`src/sv/iou_pkg.sv`:
```
// shared types, widths and codes for the best-match iou scorer
package iou_pkg;

  localparam int MAX_TRUTH  = 16;
  localparam int COORD_BITS = 12;
  localparam int FRAC_BITS  = 16;

  localparam int CMD_W     = 2;
  localparam int ST_W      = 2;
  localparam int REG_W     = 13;
  localparam int CFG_IDX_W = 2;
  localparam int IOU_W     = FRAC_BITS + 1;
  localparam int SUM_W     = 8 + FRAC_BITS;
  localparam int SUMX_W    = SUM_W + 1;
  localparam int CNT_W     = $clog2(MAX_TRUTH + 1);
  localparam int IDX_W     = (MAX_TRUTH > 1) ? $clog2(MAX_TRUTH) : 1;
  localparam int AREA_W    = 2 * COORD_BITS;
  localparam int UNI_W     = AREA_W + 1;
  localparam int REM_W     = UNI_W + 1;
  localparam int DCNT_W    = $clog2(IOU_W);
  localparam int CMP_W     = (COORD_BITS + 1 > REG_W) ? COORD_BITS + 1 : REG_W;

  localparam logic [REG_W-1:0]     IMG_RESET = REG_W'(4096);
  localparam logic [IOU_W-1:0]     IOU_ONE   = IOU_W'(1) << FRAC_BITS;
  localparam logic [CNT_W-1:0]     CNT_MAX   = CNT_W'(MAX_TRUTH);
  localparam logic [CFG_IDX_W-1:0] CFG_IMG_W = CFG_IDX_W'(0);
  localparam logic [CFG_IDX_W-1:0] CFG_IMG_H = CFG_IDX_W'(1);

  typedef enum logic [CMD_W-1:0] {
    CMD_LOAD  = 2'd0,
    CMD_SCORE = 2'd1,
    CMD_CLEAR = 2'd2
  } cmd_t;

  typedef enum logic [ST_W-1:0] {
    ST_OK      = 2'd0,
    ST_OUTSIDE = 2'd1,
    ST_FULL    = 2'd2
  } status_t;

  typedef enum logic [3:0] {
    S_IDLE,
    S_DECODE,
    S_FETCH,
    S_OVL,
    S_MUL,
    S_UNION,
    S_DIV,
    S_CMP,
    S_ACCUM,
    S_RESULT
  } state_t;

  typedef struct packed {
    logic [COORD_BITS-1:0] x;
    logic [COORD_BITS-1:0] y;
    logic [COORD_BITS-1:0] w;
    logic [COORD_BITS-1:0] h;
  } box_t;

  typedef struct packed {
    logic    take_item;
    logic    set_status;
    status_t status_code;
    logic    store_box;
    logic    clear_all;
    logic    start_score;
    logic    fetch;
    logic    overlap;
    logic    mult;
    logic    div_init;
    logic    div_step;
    logic    compare;
    logic    accumulate;
    logic    publish;
  } dp_cmd_t;

  typedef struct packed {
    logic [CMD_W-1:0] command;
    logic             box_fits;
    logic             table_full;
    logic             table_empty;
    logic             last_entry;
    logic             div_last;
    logic             out_free;
  } dp_stat_t;

endpackage

```
`src/sv/iou_in_if.sv`:
```
// input channel: command and box beat
interface iou_in_if;
  import iou_pkg::*;

  logic                  valid;
  logic                  ready;
  logic [CMD_W-1:0]      command;
  logic [COORD_BITS-1:0] box_x;
  logic [COORD_BITS-1:0] box_y;
  logic [COORD_BITS-1:0] box_w;
  logic [COORD_BITS-1:0] box_h;

  modport source (output valid, command, box_x, box_y, box_w, box_h, input ready);
  modport sink (input valid, command, box_x, box_y, box_w, box_h, output ready);
endinterface

```
`src/sv/iou_out_if.sv`:
```
// result channel: status, best iou, running sum and table count
interface iou_out_if;
  import iou_pkg::*;

  logic             valid;
  logic             ready;
  logic [ST_W-1:0]  status;
  logic [IOU_W-1:0] best_iou;
  logic [SUM_W-1:0] iou_sum;
  logic [CNT_W-1:0] truth_count;

  modport source (output valid, status, best_iou, iou_sum, truth_count, input ready);
  modport sink (input valid, status, best_iou, iou_sum, truth_count, output ready);
endinterface

```
`src/sv/iou_cfg_if.sv`:
```
// configuration write channel
interface iou_cfg_if;
  import iou_pkg::*;

  logic                 valid;
  logic                 ready;
  logic [CFG_IDX_W-1:0] index;
  logic [REG_W-1:0]     data;

  modport source (output valid, index, data, input ready);
  modport sink (input valid, index, data, output ready);
endinterface

```
`src/sv/iou_dp.sv`:
```
// datapath: truth table, overlap, multiply, serial divider, best and sum
module iou_dp (
  input  logic                       clk,
  input  logic                       rst_n,
  input  iou_pkg::dp_cmd_t           cmd,
  output iou_pkg::dp_stat_t          stat,
  input  logic [iou_pkg::CMD_W-1:0]  item_command,
  input  iou_pkg::box_t              item_box,
  input  logic                       cfg_we,
  input  logic [iou_pkg::CFG_IDX_W-1:0] cfg_index,
  input  logic [iou_pkg::REG_W-1:0]  cfg_data,
  input  logic                       out_ready,
  output logic                       out_valid,
  output logic [iou_pkg::ST_W-1:0]   out_status,
  output logic [iou_pkg::IOU_W-1:0]  out_best_iou,
  output logic [iou_pkg::SUM_W-1:0]  out_iou_sum,
  output logic [iou_pkg::CNT_W-1:0]  out_truth_count
);
  import iou_pkg::*;

  function automatic logic [COORD_BITS-1:0] span(
    input logic [COORD_BITS-1:0] a0,
    input logic [COORD_BITS-1:0] aw,
    input logic [COORD_BITS-1:0] b0,
    input logic [COORD_BITS-1:0] bw
  );
    logic [COORD_BITS:0] lo;
    logic [COORD_BITS:0] ae;
    logic [COORD_BITS:0] be;
    logic [COORD_BITS:0] hi;
    logic [COORD_BITS:0] d;
    lo = (a0 > b0) ? {1'b0, a0} : {1'b0, b0};
    ae = {1'b0, a0} + {1'b0, aw};
    be = {1'b0, b0} + {1'b0, bw};
    hi = (ae < be) ? ae : be;
    d  = hi - lo;
    return (hi > lo) ? d[COORD_BITS-1:0] : '0;
  endfunction

  box_t truth_mem_r [MAX_TRUTH];

  logic [REG_W-1:0]      img_w_r;
  logic [REG_W-1:0]      img_h_r;
  logic [CMD_W-1:0]      cmd_r;
  box_t                  pbox_r;
  box_t                  rd_r;
  status_t               status_r;
  logic [CNT_W-1:0]      count_r;
  logic [SUM_W-1:0]      sum_r;
  logic [IOU_W-1:0]      best_r;
  logic [IDX_W-1:0]      idx_r;
  logic [AREA_W-1:0]     area_p_r;
  logic [AREA_W-1:0]     area_t_r;
  logic [COORD_BITS-1:0] ox_r;
  logic [COORD_BITS-1:0] oy_r;
  logic [AREA_W-1:0]     inter_r;
  logic [UNI_W-1:0]      uni_r;
  logic [REM_W-1:0]      rem_r;
  logic [IOU_W-1:0]      q_r;
  logic [DCNT_W-1:0]     div_cnt_r;

  logic                  out_valid_r;
  status_t               out_status_r;
  logic [IOU_W-1:0]      out_best_r;
  logic [SUM_W-1:0]      out_sum_r;
  logic [CNT_W-1:0]      out_count_r;

  logic [CMP_W-1:0]      x_end;
  logic [CMP_W-1:0]      y_end;
  logic [REM_W-1:0]      rem_sh;
  logic                  rem_ge;
  logic [REM_W-1:0]      rem_nxt;
  logic [SUMX_W-1:0]     sum_ext;
  logic [SUM_W-1:0]      sum_nxt;

  assign x_end = CMP_W'(pbox_r.x) + CMP_W'(pbox_r.w);
  assign y_end = CMP_W'(pbox_r.y) + CMP_W'(pbox_r.h);

  assign rem_sh  = (div_cnt_r == '0) ? rem_r : (rem_r << 1);
  assign rem_ge  = rem_sh >= REM_W'(uni_r);
  assign rem_nxt = rem_ge ? (rem_sh - REM_W'(uni_r)) : rem_sh;

  assign sum_ext = SUMX_W'(sum_r) + SUMX_W'(best_r);
  assign sum_nxt = sum_ext[SUM_W] ? '1 : sum_ext[SUM_W-1:0];

  always_comb begin
    stat.command     = cmd_r;
    stat.box_fits    = (x_end < CMP_W'(img_w_r)) && (y_end < CMP_W'(img_h_r));
    stat.table_full  = count_r >= CNT_MAX;
    stat.table_empty = count_r == '0;
    stat.last_entry  = (CNT_W'(idx_r) + CNT_W'(1)) == count_r;
    stat.div_last    = div_cnt_r == DCNT_W'(IOU_W - 1);
    stat.out_free    = !out_valid_r || out_ready;
  end

  // configuration and control state
  always_ff @(posedge clk) begin
    if (!rst_n) begin
      img_w_r     <= IMG_RESET;
      img_h_r     <= IMG_RESET;
      count_r     <= '0;
      sum_r       <= '0;
      out_valid_r <= 1'b0;
    end else begin
      if (cfg_we && cfg_index == CFG_IMG_W) begin
        img_w_r <= cfg_data;
      end
      if (cfg_we && cfg_index == CFG_IMG_H) begin
        img_h_r <= cfg_data;
      end
      if (cmd.clear_all) begin
        count_r <= '0;
        sum_r   <= '0;
      end else begin
        if (cmd.store_box) begin
          count_r <= count_r + CNT_W'(1);
        end
        if (cmd.accumulate) begin
          sum_r <= sum_nxt;
        end
      end
      if (cmd.publish) begin
        out_valid_r <= 1'b1;
      end else if (out_ready) begin
        out_valid_r <= 1'b0;
      end
    end
  end

  always_ff @(posedge clk) begin
    if (cmd.store_box) begin
      truth_mem_r[count_r[IDX_W-1:0]] <= pbox_r;
    end
    if (cmd.fetch) begin
      rd_r <= truth_mem_r[idx_r];
    end
  end

  // item payload and per-entry arithmetic
  always_ff @(posedge clk) begin
    if (cmd.take_item) begin
      cmd_r    <= item_command;
      pbox_r   <= item_box;
      status_r <= ST_OK;
      best_r   <= '0;
    end
    if (cmd.set_status) begin
      status_r <= cmd.status_code;
    end
    if (cmd.start_score) begin
      area_p_r <= AREA_W'(pbox_r.w) * AREA_W'(pbox_r.h);
      idx_r    <= '0;
    end
    if (cmd.overlap) begin
      ox_r     <= span(rd_r.x, rd_r.w, pbox_r.x, pbox_r.w);
      oy_r     <= span(rd_r.y, rd_r.h, pbox_r.y, pbox_r.h);
      area_t_r <= AREA_W'(rd_r.w) * AREA_W'(rd_r.h);
    end
    if (cmd.mult) begin
      inter_r <= AREA_W'(ox_r) * AREA_W'(oy_r);
    end
    if (cmd.div_init) begin
      uni_r     <= UNI_W'(area_t_r) + UNI_W'(area_p_r) - UNI_W'(inter_r);
      rem_r     <= REM_W'(inter_r);
      q_r       <= '0;
      div_cnt_r <= '0;
    end
    if (cmd.div_step) begin
      rem_r     <= rem_nxt;
      q_r       <= {q_r[IOU_W-2:0], rem_ge};
      div_cnt_r <= div_cnt_r + DCNT_W'(1);
    end
    if (cmd.compare) begin
      // zero union scores zero
      if (uni_r != '0 && q_r > best_r) begin
        best_r <= q_r;
      end
      idx_r <= idx_r + IDX_W'(1);
    end
    if (cmd.publish) begin
      out_status_r <= status_r;
      out_best_r   <= best_r;
      out_sum_r    <= cmd.accumulate ? sum_nxt : sum_r;
      out_count_r  <= count_r;
    end
  end

  assign out_valid       = out_valid_r;
  assign out_status      = out_status_r;
  assign out_best_iou    = out_best_r;
  assign out_iou_sum     = out_sum_r;
  assign out_truth_count = out_count_r;

endmodule

```
`src/sv/iou_ctrl.sv`:
```
// controller state machine sequencing one item through the datapath
module iou_ctrl (
  input  logic               clk,
  input  logic               rst_n,
  input  logic               in_valid,
  output logic               in_ready,
  input  iou_pkg::dp_stat_t  stat,
  output iou_pkg::dp_cmd_t   cmd
);
  import iou_pkg::*;

  state_t state_r;
  state_t state_nxt;

  always_ff @(posedge clk) begin
    if (!rst_n) begin
      state_r <= S_IDLE;
    end else begin
      state_r <= state_nxt;
    end
  end

  always_comb begin
    state_nxt = state_r;
    cmd       = '0;
    in_ready  = 1'b0;
    unique case (state_r)
      S_IDLE: begin
        in_ready = 1'b1;
        if (in_valid) begin
          cmd.take_item = 1'b1;
          state_nxt     = S_DECODE;
        end
      end
      S_DECODE: begin
        state_nxt = S_RESULT;
        unique case (stat.command)
          CMD_LOAD: begin
            if (!stat.box_fits) begin
              cmd.set_status  = 1'b1;
              cmd.status_code = ST_OUTSIDE;
            end else if (stat.table_full) begin
              cmd.set_status  = 1'b1;
              cmd.status_code = ST_FULL;
            end else begin
              cmd.store_box = 1'b1;
            end
          end
          CMD_SCORE: begin
            if (!stat.box_fits) begin
              cmd.set_status  = 1'b1;
              cmd.status_code = ST_OUTSIDE;
            end else begin
              cmd.start_score = 1'b1;
              state_nxt       = stat.table_empty ? S_ACCUM : S_FETCH;
            end
          end
          CMD_CLEAR: begin
            cmd.clear_all = 1'b1;
          end
          default: begin
            state_nxt = S_RESULT;
          end
        endcase
      end
      S_FETCH: begin
        cmd.fetch = 1'b1;
        state_nxt = S_OVL;
      end
      S_OVL: begin
        cmd.overlap = 1'b1;
        state_nxt   = S_MUL;
      end
      S_MUL: begin
        cmd.mult  = 1'b1;
        state_nxt = S_UNION;
      end
      S_UNION: begin
        cmd.div_init = 1'b1;
        state_nxt    = S_DIV;
      end
      S_DIV: begin
        cmd.div_step = 1'b1;
        if (stat.div_last) begin
          state_nxt = S_CMP;
        end
      end
      S_CMP: begin
        cmd.compare = 1'b1;
        state_nxt   = stat.last_entry ? S_ACCUM : S_FETCH;
      end
      S_ACCUM: begin
        cmd.accumulate = 1'b1;
        state_nxt      = S_RESULT;
      end
      S_RESULT: begin
        if (stat.out_free) begin
          cmd.publish = 1'b1;
          state_nxt   = S_IDLE;
        end
      end
      default: begin
        state_nxt = S_IDLE;
      end
    endcase
  end

endmodule

```
`src/sv/iou_best_match_total.sv`:
```
// top level of the best-match iou scorer with running total
// Loads up to 16 truth boxes, scores a predicted box against every stored box
// (exclusive extents, IoU = floor(inter * 2^16 / union)), keeps the best and adds
// it to a 24-bit Q8.16 total that saturates. Load, clear, unused and rejected
// items go from accept through decode to the result state; a score item also runs
// a fetch, overlap, multiply and union step per stored box, then the restoring
// divider yielding one quotient bit per cycle, 17 bits per box, and an accumulate
// step. The next item is taken while a result beat waits on the output register.
// Configuration writes are always taken and must only happen while idle.
module iou_best_match_total (
  input logic       clk,
  input logic       rst_n,
  iou_in_if.sink    in_ch,
  iou_out_if.source out_ch,
  iou_cfg_if.sink   cfg_ch
);
  import iou_pkg::*;

  dp_cmd_t  cmd;
  dp_stat_t stat;
  box_t     item_box;
  logic     in_ready;

  assign item_box.x = in_ch.box_x;
  assign item_box.y = in_ch.box_y;
  assign item_box.w = in_ch.box_w;
  assign item_box.h = in_ch.box_h;

  assign in_ch.ready  = in_ready;
  assign cfg_ch.ready = 1'b1;

  iou_ctrl u_ctrl (
    .clk      (clk),
    .rst_n    (rst_n),
    .in_valid (in_ch.valid),
    .in_ready (in_ready),
    .stat     (stat),
    .cmd      (cmd)
  );

  iou_dp u_dp (
    .clk             (clk),
    .rst_n           (rst_n),
    .cmd             (cmd),
    .stat            (stat),
    .item_command    (in_ch.command),
    .item_box        (item_box),
    .cfg_we          (cfg_ch.valid),
    .cfg_index       (cfg_ch.index),
    .cfg_data        (cfg_ch.data),
    .out_ready       (out_ch.ready),
    .out_valid       (out_ch.valid),
    .out_status      (out_ch.status),
    .out_best_iou    (out_ch.best_iou),
    .out_iou_sum     (out_ch.iou_sum),
    .out_truth_count (out_ch.truth_count)
  );

`ifndef SYNTHESIS
  a_count_bound: assert property (@(posedge clk) disable iff (!rst_n)
    out_ch.valid |-> out_ch.truth_count <= CNT_MAX)
    else $error("truth count beyond table depth");

  a_iou_bound: assert property (@(posedge clk) disable iff (!rst_n)
    out_ch.valid |-> out_ch.best_iou <= IOU_ONE)
    else $error("best iou above one");

  a_reject_zero: assert property (@(posedge clk) disable iff (!rst_n)
    (out_ch.valid && out_ch.status != ST_OK) |-> out_ch.best_iou == '0)
    else $error("rejected beat carries nonzero iou");

  a_busy_no_take: assert property (@(posedge clk) disable iff (!rst_n)
    (in_ch.valid && in_ch.ready) |=> !in_ch.ready)
    else $error("second item taken while one is in work");
`endif

endmodule

```
`src/flat_wrapper.sv`:
```
// flat-port wrapper written by rule: the top's interface ports become plain ports
module iou_best_match_total_flat import iou_pkg::*;
  (clk, rst_n, in_ch_valid, in_ch_command, in_ch_box_x, in_ch_box_y, in_ch_box_w, in_ch_box_h, in_ch_ready, out_ch_valid, out_ch_status, out_ch_best_iou, out_ch_iou_sum, out_ch_truth_count, out_ch_ready, cfg_ch_valid, cfg_ch_index, cfg_ch_data, cfg_ch_ready);
  iou_in_if in_ch_i ();
  iou_out_if out_ch_i ();
  iou_cfg_if cfg_ch_i ();
  input logic clk;
  input logic rst_n;
  input wire logic [$bits(in_ch_i.valid)-1:0] in_ch_valid;
  input wire logic [$bits(in_ch_i.command)-1:0] in_ch_command;
  input wire logic [$bits(in_ch_i.box_x)-1:0] in_ch_box_x;
  input wire logic [$bits(in_ch_i.box_y)-1:0] in_ch_box_y;
  input wire logic [$bits(in_ch_i.box_w)-1:0] in_ch_box_w;
  input wire logic [$bits(in_ch_i.box_h)-1:0] in_ch_box_h;
  output wire logic [$bits(in_ch_i.ready)-1:0] in_ch_ready;
  output wire logic [$bits(out_ch_i.valid)-1:0] out_ch_valid;
  output wire logic [$bits(out_ch_i.status)-1:0] out_ch_status;
  output wire logic [$bits(out_ch_i.best_iou)-1:0] out_ch_best_iou;
  output wire logic [$bits(out_ch_i.iou_sum)-1:0] out_ch_iou_sum;
  output wire logic [$bits(out_ch_i.truth_count)-1:0] out_ch_truth_count;
  input wire logic [$bits(out_ch_i.ready)-1:0] out_ch_ready;
  input wire logic [$bits(cfg_ch_i.valid)-1:0] cfg_ch_valid;
  input wire logic [$bits(cfg_ch_i.index)-1:0] cfg_ch_index;
  input wire logic [$bits(cfg_ch_i.data)-1:0] cfg_ch_data;
  output wire logic [$bits(cfg_ch_i.ready)-1:0] cfg_ch_ready;
  assign in_ch_i.valid = in_ch_valid;
  assign in_ch_i.command = in_ch_command;
  assign in_ch_i.box_x = in_ch_box_x;
  assign in_ch_i.box_y = in_ch_box_y;
  assign in_ch_i.box_w = in_ch_box_w;
  assign in_ch_i.box_h = in_ch_box_h;
  assign in_ch_ready = in_ch_i.ready;
  assign out_ch_valid = out_ch_i.valid;
  assign out_ch_status = out_ch_i.status;
  assign out_ch_best_iou = out_ch_i.best_iou;
  assign out_ch_iou_sum = out_ch_i.iou_sum;
  assign out_ch_truth_count = out_ch_i.truth_count;
  assign out_ch_i.ready = out_ch_ready;
  assign cfg_ch_i.valid = cfg_ch_valid;
  assign cfg_ch_i.index = cfg_ch_index;
  assign cfg_ch_i.data = cfg_ch_data;
  assign cfg_ch_ready = cfg_ch_i.ready;
  iou_best_match_total u_core (.clk(clk), .rst_n(rst_n), .in_ch(in_ch_i), .out_ch(out_ch_i), .cfg_ch(cfg_ch_i));
endmodule
```
`config.mk`:
```
export PLATFORM = sky130hd
export DESIGN_NAME = iou_best_match_total_flat
export DESIGN_NICKNAME = d
export VERILOG_FILES = /design/src/sv/iou_pkg.sv /design/src/sv/iou_in_if.sv /design/src/sv/iou_out_if.sv /design/src/sv/iou_cfg_if.sv /design/src/sv/iou_dp.sv /design/src/sv/iou_ctrl.sv /design/src/sv/iou_best_match_total.sv /design/src/flat_wrapper.sv
export SDC_FILE = /design/constraint.sdc
export NUM_CORES = 2
export LEC_CHECK = 0
export ABC_AREA = 0
export BUFFER_PORTS_ARGS = -buffer_cell sky130_fd_sc_hd__buf_2
export CORE_MARGIN = 8
export CORE_UTILIZATION = 50
export CTS_CLUSTER_DIAMETER = 200
export CTS_CLUSTER_SIZE = 16
export DETAILED_ROUTE_END_ITERATION = 8
export GPL_TIMING_DRIVEN = 0
export PLACE_DENSITY = 0.68
export SYNTH_ARGS = -nofsm -noshare
export SYNTH_HDL_FRONTEND = slang
export SYNTH_SLANG_ARGS = --single-unit
```
`constraint.sdc`:
```
create_clock -name clk -period 14 [get_ports clk]
set_input_delay 2.8 -clock clk [delete_from_list [all_inputs] [get_ports clk]]
set_output_delay 2.8 -clock clk [all_outputs]
set_load 0.005 [all_outputs]
```
==> qor.txt <==
clk sinks = 1166
setup ws final = 4.96 ns
RSZ-0062 raised after global routing = false
total gr overflow = 0
vias in the first global route = 40200
outcome = finished clean
Post-synth ARST share = 0
drt wl/cell = 22.9 µm
Setup Skew = 0.0536 ns
DR iter-0 viols = 3442
die area = 145000 µm²
total CTS buffers = 82
Synth top area share = 0.491
clock period minus worst slack = 9.04 ns
DP HPWL = 117 mm
final std cells w/o fill = 7083
nets = 6097
Post-Syn Area = 66600 µm²
max layer used = met4
cells after synthesis = 5051
hold-fix buffers at CTS = 0
EDFF count, synth = 1089
met2 routed WL = 77.4 mm
startpoint types = register
Worst setup EP type = register
WL met3 = 10.3 mm
warnings from Yosys = 0
TritonCTS clock tree = yes
Placer Congestion = 0.904
Seq/Total Area, Yosys = 0.514
Worst path slowest cell = edfxtp_1
met1 wire length = 67.5 mm
CP most frequent cell = o21ai_0
vias per std cell = 5.64
WP buf/inv = 5
Slew Viols, Final = 0
Worst EP arrival = 9.49 ns
Hold WC Path Type = register to register
required time of the critical path = 14.45 ns
synthesis-to-layout area growth = 8.72%
crit-path max cell delay = 1.16 ns
synth top area cells = edfxtp_1, fa_1, mux4_2
Total Routing Usage GR = 0.220
largest net degree at the start of global routing = 49
Peak VDD IR = 0.381 mV
Final ANT Viol Nets = 0
maximum fanout along the worst path = 21
IO Count = 121
Synth cell types = 76
post_cts resized = 0
Core Util, Final = 0.545
power density cells = 164 nW/µm²
core area = 133000 µm²
layout cells sized above 1 = 0.107
critical path class = register to register
commonest non-fill, non-tap cell in the layout = edfxtp_1
chip width = 381 µm
Worst-Margin Slew = 1.35 ns
Rel. slew slack = 0.0981
Setup Buffers After CTS = 0
dpl ws = 4.99 ns
setup total negative slack = 0 ns
Lkg Pwr = 28.5 nW
Fmax = 111 MHz
Std-Cell Rows = 134
Die Span Y = 381 µm
Setup violations, final = 0
DRC = 0
Initial Util = 0.502
routed vias = 39900
Root Buffer = clkbuf_16
leading area contributor after synthesis = edfxtp_1
first-pass GRT wire length = 245 mm
delay-heaviest family, CP = compound AO/OA/AOI/OAI gates
drt total wl = 163 mm
Synth Area per Inst = 13.2 µm²
most common flop cell mapped by yosys = edfxtp_1
Final period util = 0.646
Seq cells post-synth = 1166
Post-Syn Nets = 5866
Max Cap Viol = 0
clk slew on worst S/H paths = 0.08 ns
leading cell types in the layout, fill and taps excluded = edfxtp_1, inv_1, nand2_1
deepest clock path buffer count = 3
number of port buffers = 119
DP Cell Count = 6966
level count of the clock H-tree = 3
first-pass iteration count of the detailed router = 8
initial antenna violation count = 1
clk_lat worst skew = 0.71 ns
Hold Violations, Final = 0
[sequential cells by signal, summed over array words and instances, names as in the netlist, 13 cells and up]
register / count
u_core.u_dp.truth_mem_r: 768
u_core.u_dp.pbox_r: 48
u_core.u_dp.rd_r: 48
u_core.u_dp.rem_r: 26
u_core.u_dp.uni_r: 25
u_core.u_dp.area_p_r: 24
u_core.u_dp.area_t_r: 24
u_core.u_dp.inter_r: 24
u_core.u_dp.out_iou_sum: 24
u_core.u_dp.sum_r: 24
u_core.u_dp.best_r: 17
u_core.u_dp.out_best_iou: 17
u_core.u_dp.q_r: 17
u_core.u_dp.img_h_r: 13
u_core.u_dp.img_w_r: 13
[logic make-up (layout without fill, tap and decap cells)]
group                    Yosys count  after routing  share of synthesized area
AO/OA/AOI/OAI                    564            564                     0.0547
XOR/XNOR                         157            157                     0.0206
adder cells (fa/ha/maj)          751            751                      0.178
buffers and inverters            886           1149                     0.0504
flip-flops                      1166           1166                      0.514
multiplexers                     338            338                     0.0965
other                              1              2                  0.0000563
AND/OR/NAND/NOR                 1188           1188                     0.0855
[synthesized netlist by cell type (35+ instances only)]
cell      count
edfxtp_1   1089
inv_1       704
nand2_1     480
ha_1        413
fa_1        332
mux4_2      240
and2_1      204
nor2_1      183
clkbuf_1    155
a21oi_1     141
o21ai_0     135
xnor2_1     116
dfxtp_1      77
a21o_1       65
mux2i_1      63
nor3_1       60
nand3_1      57
o21a_1       42
xor2_1       41
nor2b_1      40
and3_1       35
mux2_2       35
nand2b_1     35
[final timing paths]
path / from / to / slack [ns] / depth (start not counted)
max: u_core.u_dp.pbox_r[13]$_DFFE_PP_ / u_core.u_dp.ox_r[3]$_SDFFCE_PP0P_ / 4.96 / 31
max reg2reg: u_core.u_dp.pbox_r[13]$_DFFE_PP_ / u_core.u_dp.ox_r[3]$_SDFFCE_PP0P_ / 4.96 / 31
min reg2reg: u_core.u_dp.status_r[1]$_SDFFCE_PN0P_ / u_core.u_dp.out_status[1]$_DFFE_PP_ / 0.45 / 0
min: u_core.u_dp.status_r[1]$_SDFFCE_PN0P_ / u_core.u_dp.out_status[1]$_DFFE_PP_ / 0.45 / 0
[power by group]
| part | switching [mW] | internal (mW) | total [mW] |
|---|---|---|---|
| registers | 0.244 | 4.26 | 4.51 |
| logic | 2.93 | 2.15 | 5.08 |
| clock network | 1.18 | 1.09 | 2.27 |
[per-stage QoR]
step | cell area [µm²] | hold slack [ns] | power, mW
3_3_place_gp | 69400 | 0.406 | 9.54
4_1_cts | 72400 | 0.451 | 11.9
2_1_floorplan | 66600 | 0.400 | 8.24
6_report | 72400 | 0.449 | 11.9
5_1_grt | 72400 | 0.446 | 12.7
3_5_place_dp | 70100 | 0.426 | 9.65
[metal layers]
metal,global-route usage,up-vias
met1,0.293,20000
met4,0.0910,0
met3,0.0304,240
li1,-,18200
met2,0.367,1426
met5,0,-
[area by class of cell]
type | count | area, µm²
fill | 10900 | 60400
sequential | 1166 | 34200
multi-input combinational | 2999 | 29100
inverter | 704 | 2650
tap | 1768 | 2210
clock buffer | 109 | 2160
timing repair buffer | 147 | 1140
buffer | 182 | 713
clock inverter | 7 | 179
antenna | 1 | 2.50
Power figures use the tool's default switching activity.
